File: config.mk
export PLATFORM = sky130hd
export DESIGN_NAME = ggnh_cell
export DESIGN_NICKNAME = d
export VERILOG_FILES = /design/src/rtl/ggnh_pkg.sv /design/src/rtl/ggnh_cell.sv
export SDC_FILE = /design/constraint.sdc
export NUM_CORES = 2
export LEC_CHECK = 0
export ABC_AREA = 1
export CAP_MARGIN = 30
export CORE_MARGIN = 1.5
export CORE_UTILIZATION = 26
export DETAILED_ROUTE_END_ITERATION = 7
export DONT_BUFFER_PORTS = 1
export PLACE_DENSITY = 0.4
export SETUP_SLACK_MARGIN = 0.4
export SYNTH_ARGS = -nofsm -noshare
export SYNTH_HDL_FRONTEND = slang
export SYNTH_SLANG_ARGS = --single-unit
File: constraint.sdc
create_clock -name clk -period 14.05 [get_ports clk]
set_clock_uncertainty 0.05 [all_clocks]
set_input_delay 1.405 -clock clk [delete_from_list [all_inputs] [get_ports clk]]
set_output_delay 1.405 -clock clk [all_outputs]
set_load 0.01 [all_outputs]
File: src/rtl/ggnh_pkg.sv
package ggnh_pkg;

  // Running count carried by a pass; covers tables of up to 256 entries.
  localparam int COUNT_W = 9;

  typedef enum logic [1:0] {
    OP_BEACON = 2'd0,
    OP_PURGE  = 2'd1,
    OP_LOOKUP = 2'd2,
    OP_NOP    = 2'd3
  } op_t;

  typedef enum logic [1:0] {
    ST_OK   = 2'd0,
    ST_FULL = 2'd1,
    ST_FAR  = 2'd2
  } status_t;

  // What a pass down the cell row does.
  typedef enum logic [2:0] {
    PASS_MATCH,   // refresh an entry with the same address
    PASS_INSERT,  // claim the first free entry
    PASS_PURGE,
    PASS_LOOKUP,
    PASS_NOP
  } pass_t;

  typedef struct packed {
    logic                live;
    pass_t               kind;
    logic [31:0]         addr;
    logic signed [15:0]  px;
    logic signed [15:0]  py;
    logic [31:0]         now;
    logic                hit;       // matched / placed / have a closer hop
    logic [32:0]         best;      // best squared distance so far
    logic [31:0]         best_addr;
    logic [COUNT_W-1:0]  count;     // valid entries seen so far
  } token_t;

  typedef enum logic [2:0] {
    S_IDLE,
    S_SELF,
    S_LAUNCH,
    S_RUN,
    S_HOLD
  } state_t;

endpackage

File: src/rtl/ggnh_cell.sv
module ggnh_cell import ggnh_pkg::*; (
  input  logic        clk,
  input  logic        rst,
  input  logic [15:0] interval,
  input  token_t      tok_in,
  output token_t      tok_out
);

  logic               valid;
  logic               valid_next;
  logic [31:0]        e_addr;
  logic signed [15:0] e_x;
  logic signed [15:0] e_y;
  logic [31:0]        e_time;

  token_t             mid;
  token_t             mid_next;
  token_t             tok_next;
  logic [31:0]        dxx;
  logic [31:0]        dyy;

  logic               match;
  logic               expired;
  logic               write_en;
  logic signed [16:0] dx;
  logic signed [16:0] dy;
  logic signed [33:0] sq_x;
  logic signed [33:0] sq_y;
  logic [32:0]        span;
  logic               better;

  // Stage 1: entry update and distance products.
  assign match    = valid && (e_addr == tok_in.addr);
  assign expired  = valid &&
                    (({1'b0, e_time} + {17'b0, interval}) <= {1'b0, tok_in.now});
  assign write_en = tok_in.live &&
                    (((tok_in.kind == PASS_MATCH) && match) ||
                     ((tok_in.kind == PASS_INSERT) && !valid && !tok_in.hit));

  assign dx   = {tok_in.px[15], tok_in.px} - {e_x[15], e_x};
  assign dy   = {tok_in.py[15], tok_in.py} - {e_y[15], e_y};
  assign sq_x = dx * dx;
  assign sq_y = dy * dy;

  always_comb begin
    valid_next = valid;
    if (write_en) begin
      valid_next = 1'b1;
    end else if (tok_in.live && (tok_in.kind == PASS_PURGE) && expired) begin
      valid_next = 1'b0;
    end
    mid_next = tok_in;
    if (write_en) begin
      mid_next.hit = 1'b1;
    end
    mid_next.count = tok_in.count + {{(COUNT_W-1){1'b0}}, valid_next};
  end

  // Stage 2: closest-neighbor compare, lower address wins a tie.
  assign span   = {1'b0, dxx} + {1'b0, dyy};
  assign better = (mid.kind == PASS_LOOKUP) && valid &&
                  ((span < mid.best) ||
                   (mid.hit && (span == mid.best) && (e_addr < mid.best_addr)));

  always_comb begin
    tok_next = mid;
    if (better) begin
      tok_next.best      = span;
      tok_next.best_addr = e_addr;
      tok_next.hit       = 1'b1;
    end
  end

  always_ff @(posedge clk) begin
    if (rst) begin
      valid        <= 1'b0;
      mid.live     <= 1'b0;
      tok_out.live <= 1'b0;
    end else begin
      valid   <= valid_next;
      mid     <= mid_next;
      tok_out <= tok_next;
    end
  end

  always_ff @(posedge clk) begin
    dxx <= sq_x[31:0];
    dyy <= sq_y[31:0];
    if (write_en) begin
      e_addr <= tok_in.addr;
      e_x    <= tok_in.px;
      e_y    <= tok_in.py;
      e_time <= tok_in.now;
    end
  end

endmodule

* After elaboration in Yosys (flattened, before gate mapping)
Index checks and enable logic that the tools add are counted.
W data, S select, Z words.
** Word-level totals
- Register bits after elaboration :: 511
- Input port bits :: 193
- Output and inout port bits :: 175
- Logic and storage cells :: 62
** Operators by class
- $add $sub $neg :: 5
- $mul :: 2
- Magnitude comparators :: 3
- Equality and inequality tests :: 5
- Multiplexer cells :: 3
- Reductions and logical operators :: 17
** Operators with widths (number)
- $mux W65 :: 1
- $mul A17 B17 Y32 :: 2
- $sub A16 B16 Y17 :: 2
- $add A32 B16 Y33 :: 1
- $add A32 B32 Y33 :: 1
- $eq A33 B33 Y1 :: 1
- $le A33 B32 Y1 :: 1
- $lt A33 B33 Y1 :: 1
- $eq A32 B32 Y1 :: 1
- $lt A32 B32 Y1 :: 1
- $logic_and A1 B1 Y1 :: 12
- $add A9 B1 Y9 :: 1
- $eq A3 B2 Y1 const B :: 2
- $eq A3 B1 Y1 const B :: 1
- $logic_not A3 Y1 :: 1
- $logic_not A1 Y1 :: 2
- $logic_or A1 B1 Y1 :: 2
- $mux W1 :: 2

* Logic depth before layout (Yosys ltp)
- Word-level depth :: 7
- Mapped depth :: 41
- Mapped depth without buffers :: 40

* Worst setup path after synthesis
No wires, ideal clock.
- Path type :: input-to-reg
- Start :: input rst
- End :: register mid[0] (netlist name), enable pin
- Setup time :: 0.695 ns
- Data arrival time :: 8.102 ns
- Required time :: 13.305 ns
- Path slack :: 5.202 ns
- Stages on the path :: 1
- Path buffers :: 0
- Path through :: inv_1
** RTL lines
- from (decl) :: line ggnh_cell.sv:3 : input logic rst,
- to (signal assigned) :: line ggnh_cell.sv:81 : mid <= mid_next;
- to (decl) :: line ggnh_cell.sv:16 : token_t mid;
No word-level cell between the ends.

* Worst setup path in the final report
- Start :: input tok_in[107] (netlist name)
- End :: register dyy[29]
** On the way
- Longest elaborated chain between the ends :: 2
** Ends and longest elaborated chain
- from (decl) :: line ggnh_cell.sv:5 : input token_t tok_in,
- $sub A16 B16 Y17 :: line ggnh_cell.sv:41 : assign dy = {tok_in.py[15], tok_in.py} - {e_y[15], e_y};
- $mul A17 B17 Y32 :: line ggnh_cell.sv:43 : assign sq_y = dy * dy;
- net sq_y[29] :: line ggnh_cell.sv:28 : logic signed [33:0] sq_y;
- to (signal assigned) :: line ggnh_cell.sv:88 : dyy <= sq_y[31:0];
- to (decl) :: line ggnh_cell.sv:20 : logic [31:0] dyy;
The timed path passes the listed nets, and every way through them passes these cells.
A chain may end at the register's enable or synchronous reset.

==> impl_metrics.ini <==
[worst_setup_path]
worstSetupEndpointType = register
worstPathArrival_ns = 9.14
r2r-start = e_x[0]
start_kind = input pin
cp_top_family = adder cells
reg2reg_to = dxx[29]
ff2ff_path_depth = 33
cpMaxStageDelayCell = fa_1
rrSetupSlack_ns = 5.89
cp_max_fo = 19
cp_slowest_stage_delay_ns = 0.53
critical_path_class = input pin to register
critPathRequiredTime_ns = 14.57
critPathBufInv = 7
path_common_cell = fa_1

[routing]
vias = 26660
wl_per_cell_um = 17.73
routed_wl_um = 109700
dr.first_iter.drc_count = 1311
antenna_left = 0
drc = 0
dr.pass1.iters = 5
avgViaCountPerCell = 4.308

[sta]
worst_slew_pin_slew_ns = 0.9862
post-route-min-period_ns = 8.612
period_share_pct = 61.30
hold_violations = 0
setup_tns_ns = 0
slew_violations = 0
rsz0062_at_grt = no
finalSetupViolations = 0
clock.fmax_mhz = 116.1
relSlewSlack_pct = 34.25

[placement]
gp_congestion = 0.8488
port_buffers = 0
hpwlAfterDp_um = 88160

[global_routing]
grt_max_degree = 156
grt_pass1_vias = 28460
track_usage_pct = 13.77
grt_pass1_wl_um = 169200
grt_overflow = 0
antenna_found_initial = 16

[worst_hold_path]
worstHoldStart = mid[174]
holdPathEnd = tok_out[174]
hold_class = register to register
min_path_cells = 2

[clock_tree]
cts.sinks = 509
cts_max_path_buffers = 3
cts_tree = done
cts_max_level = 3
cts_root_buf = clkbuf_16
clk_latency_ns = 0.65
ctsHoldBuffers = 0
numCtsBuffers = 66
post_cts_buffers = 0
clk_pin_slew_worst_paths_ns = 0.05
cts_resized = 0

[logic_synthesis]
synthCells = 4038
syn_nets = 5083
synth.top_cells.by_area = edfxtp_1 32%, fa_1 25%, ha_1 10%
ys_seq_elements = 509
postSynth.asyncResetShare_pct = 0
synth_top_area_share_pct = 32.22
syn_area_um2 = 41380
synth_area_per_cell_um2 = 10.25
yosysWarnings = 0
synth.distinct_cells = 51
yosysTopAreaCell = edfxtp_1
ys_seq_area_share_pct = 35.37
synth_top_flop_cell = edfxtp_1
synth-edff-count = 444

[floorplan]
core_area_um2 = 158200
die_area_um2 = 161600
initial_core_util_pct = 26.16
boundaryPins = 368
std_cell_rows = 146
die_y_um = 401.9
die-width_um = 401.9

[finish]
syn2layout_area_growth_pct = 11.17
final_util_pct = 29.08
n_antenna_cell = 0
nets = 5113
drive_gt1_share_pct = 4.325

[status]
status = finished, final reports clean

[flow_run]
max_cap_viol_count = 0
-- metrics by stage --
stage	std cells	instance area (µm²)	hold slack [ns]	worst slack, ns
after global routing	6188	46000	0.3611	4.831
after CTS	6187	45970	0.3547	5.489
final	6188	46000	0.3533	5.438
after floorplan	4038	41380	0.3383	5.202
after global placement	6071	43850	0.3436	4.856
after detailed placement	6071	43850	0.3470	4.771
-- worst min-delay path, cell delays in order (launching register included) --
cell,delay (ns)
dfxtp_1,0.29
inv_1,0.04
nor2_1,0.03
-- cell usage after synthesis, types with 7 or more instances --
| cell type | instances |
|---|---|
| a31oi_1 | 8 |
| buf_6 | 8 |
| xor2_1 | 110 |
| o21ai_0 | 66 |
| nor2_1 | 311 |
| fa_1 | 518 |
| nor3_1 | 26 |
| ha_1 | 334 |
| nand4_1 | 36 |
| a21o_1 | 13 |
| buf_2 | 26 |
| o211ai_1 | 9 |
| o21a_1 | 7 |
| o21ai_2 | 10 |
| inv_1 | 950 |
| o21bai_1 | 8 |
| xnor2_1 | 74 |
| clkbuf_1 | 18 |
| a21oi_1 | 203 |
| dfxtp_1 | 65 |
| nand2_1 | 557 |
| nor4_1 | 13 |
| nand3_1 | 140 |
| edfxtp_1 | 444 |
| nand2_2 | 7 |
| or2_2 | 18 |
-- final cells by class --
| class | count | area (µm²) |
|---|---|---|
| Sequential cell | 509 | 14630 |
| Tap cell | 2072 | 2592 |
| Multi-Input combinational cell | 2511 | 22850 |
| Inverter | 959 | 3607 |
| Clock inverter | 44 | 447.9 |
| Fill cell | 16650 | 112200 |
| Clock buffer | 72 | 1674 |
| Timing Repair Buffer | 21 | 190.2 |
-- routing by layer --
| metal | up-vias | GRT usage (%) | routed length (µm) |
|---|---|---|---|
| met1 | 13220 | 17.90 | 48540 |
| met2 | 565 | 22.78 | 51780 |
| met3 | 128 | 3.613 | 7091 |
| li1 | 12720 | - | - |
| met4 | 26 | 3.183 | 2166 |
| met5 | - | 0 | 155 |
-- kinds of logic after synthesis --
kind of cell	after synthesis	synth area share, %
AOI/OAI and AO/OA	350	4.723
buffers and inverters	1018	9.467
and+or+nand+nor	1123	11.31
xor gates and xnor gates	186	3.973
adders and majority gates	852	35.16
DFF	509	35.37
-- state kept, by name, indices dropped and copies added, names as in the netlist --
register / count
tok_out: 175
dxx: 31
e_y: 16
mid: 175
e_time: 32
e_x: 16
valid: 1
e_addr: 32
dyy: 31
-- placed cells by master (no fill, tap or decap), types with 19 or more instances in the layout --
master,synthesis,final
buf_4,1,19
nand4_1,36,36
xnor2_1,74,74
nand3_1,140,140
o21ai_0,66,66
fa_1,518,518
dfxtp_1,65,65
nand2_1,557,557
ha_1,334,334
clkbuf_16,0,66
nor2_1,311,311
edfxtp_1,444,444
xor2_1,110,110
a21oi_1,203,202
inv_1,950,949
nor3_1,26,25
-- worst max path at each step --
stage | start | to | slack (ns) | cells past startpoint
after floorplan | rst | mid[0] | 5.20 | 1
after global placement | tok_in[107] | dyy[24] | 4.86 | 32
after detailed placement | tok_in[107] | dyy[29] | 4.77 | 34
after CTS | tok_in[107] | dyy[29] | 5.49 | 34
after global routing | tok_in[107] | dyy[29] | 4.83 | 32
final | tok_in[107] | dyy[29] | 5.44 | 34
Power is not shown: default switching activity piles up to over one toggle a cycle in this logic, so the estimate is an artifact.
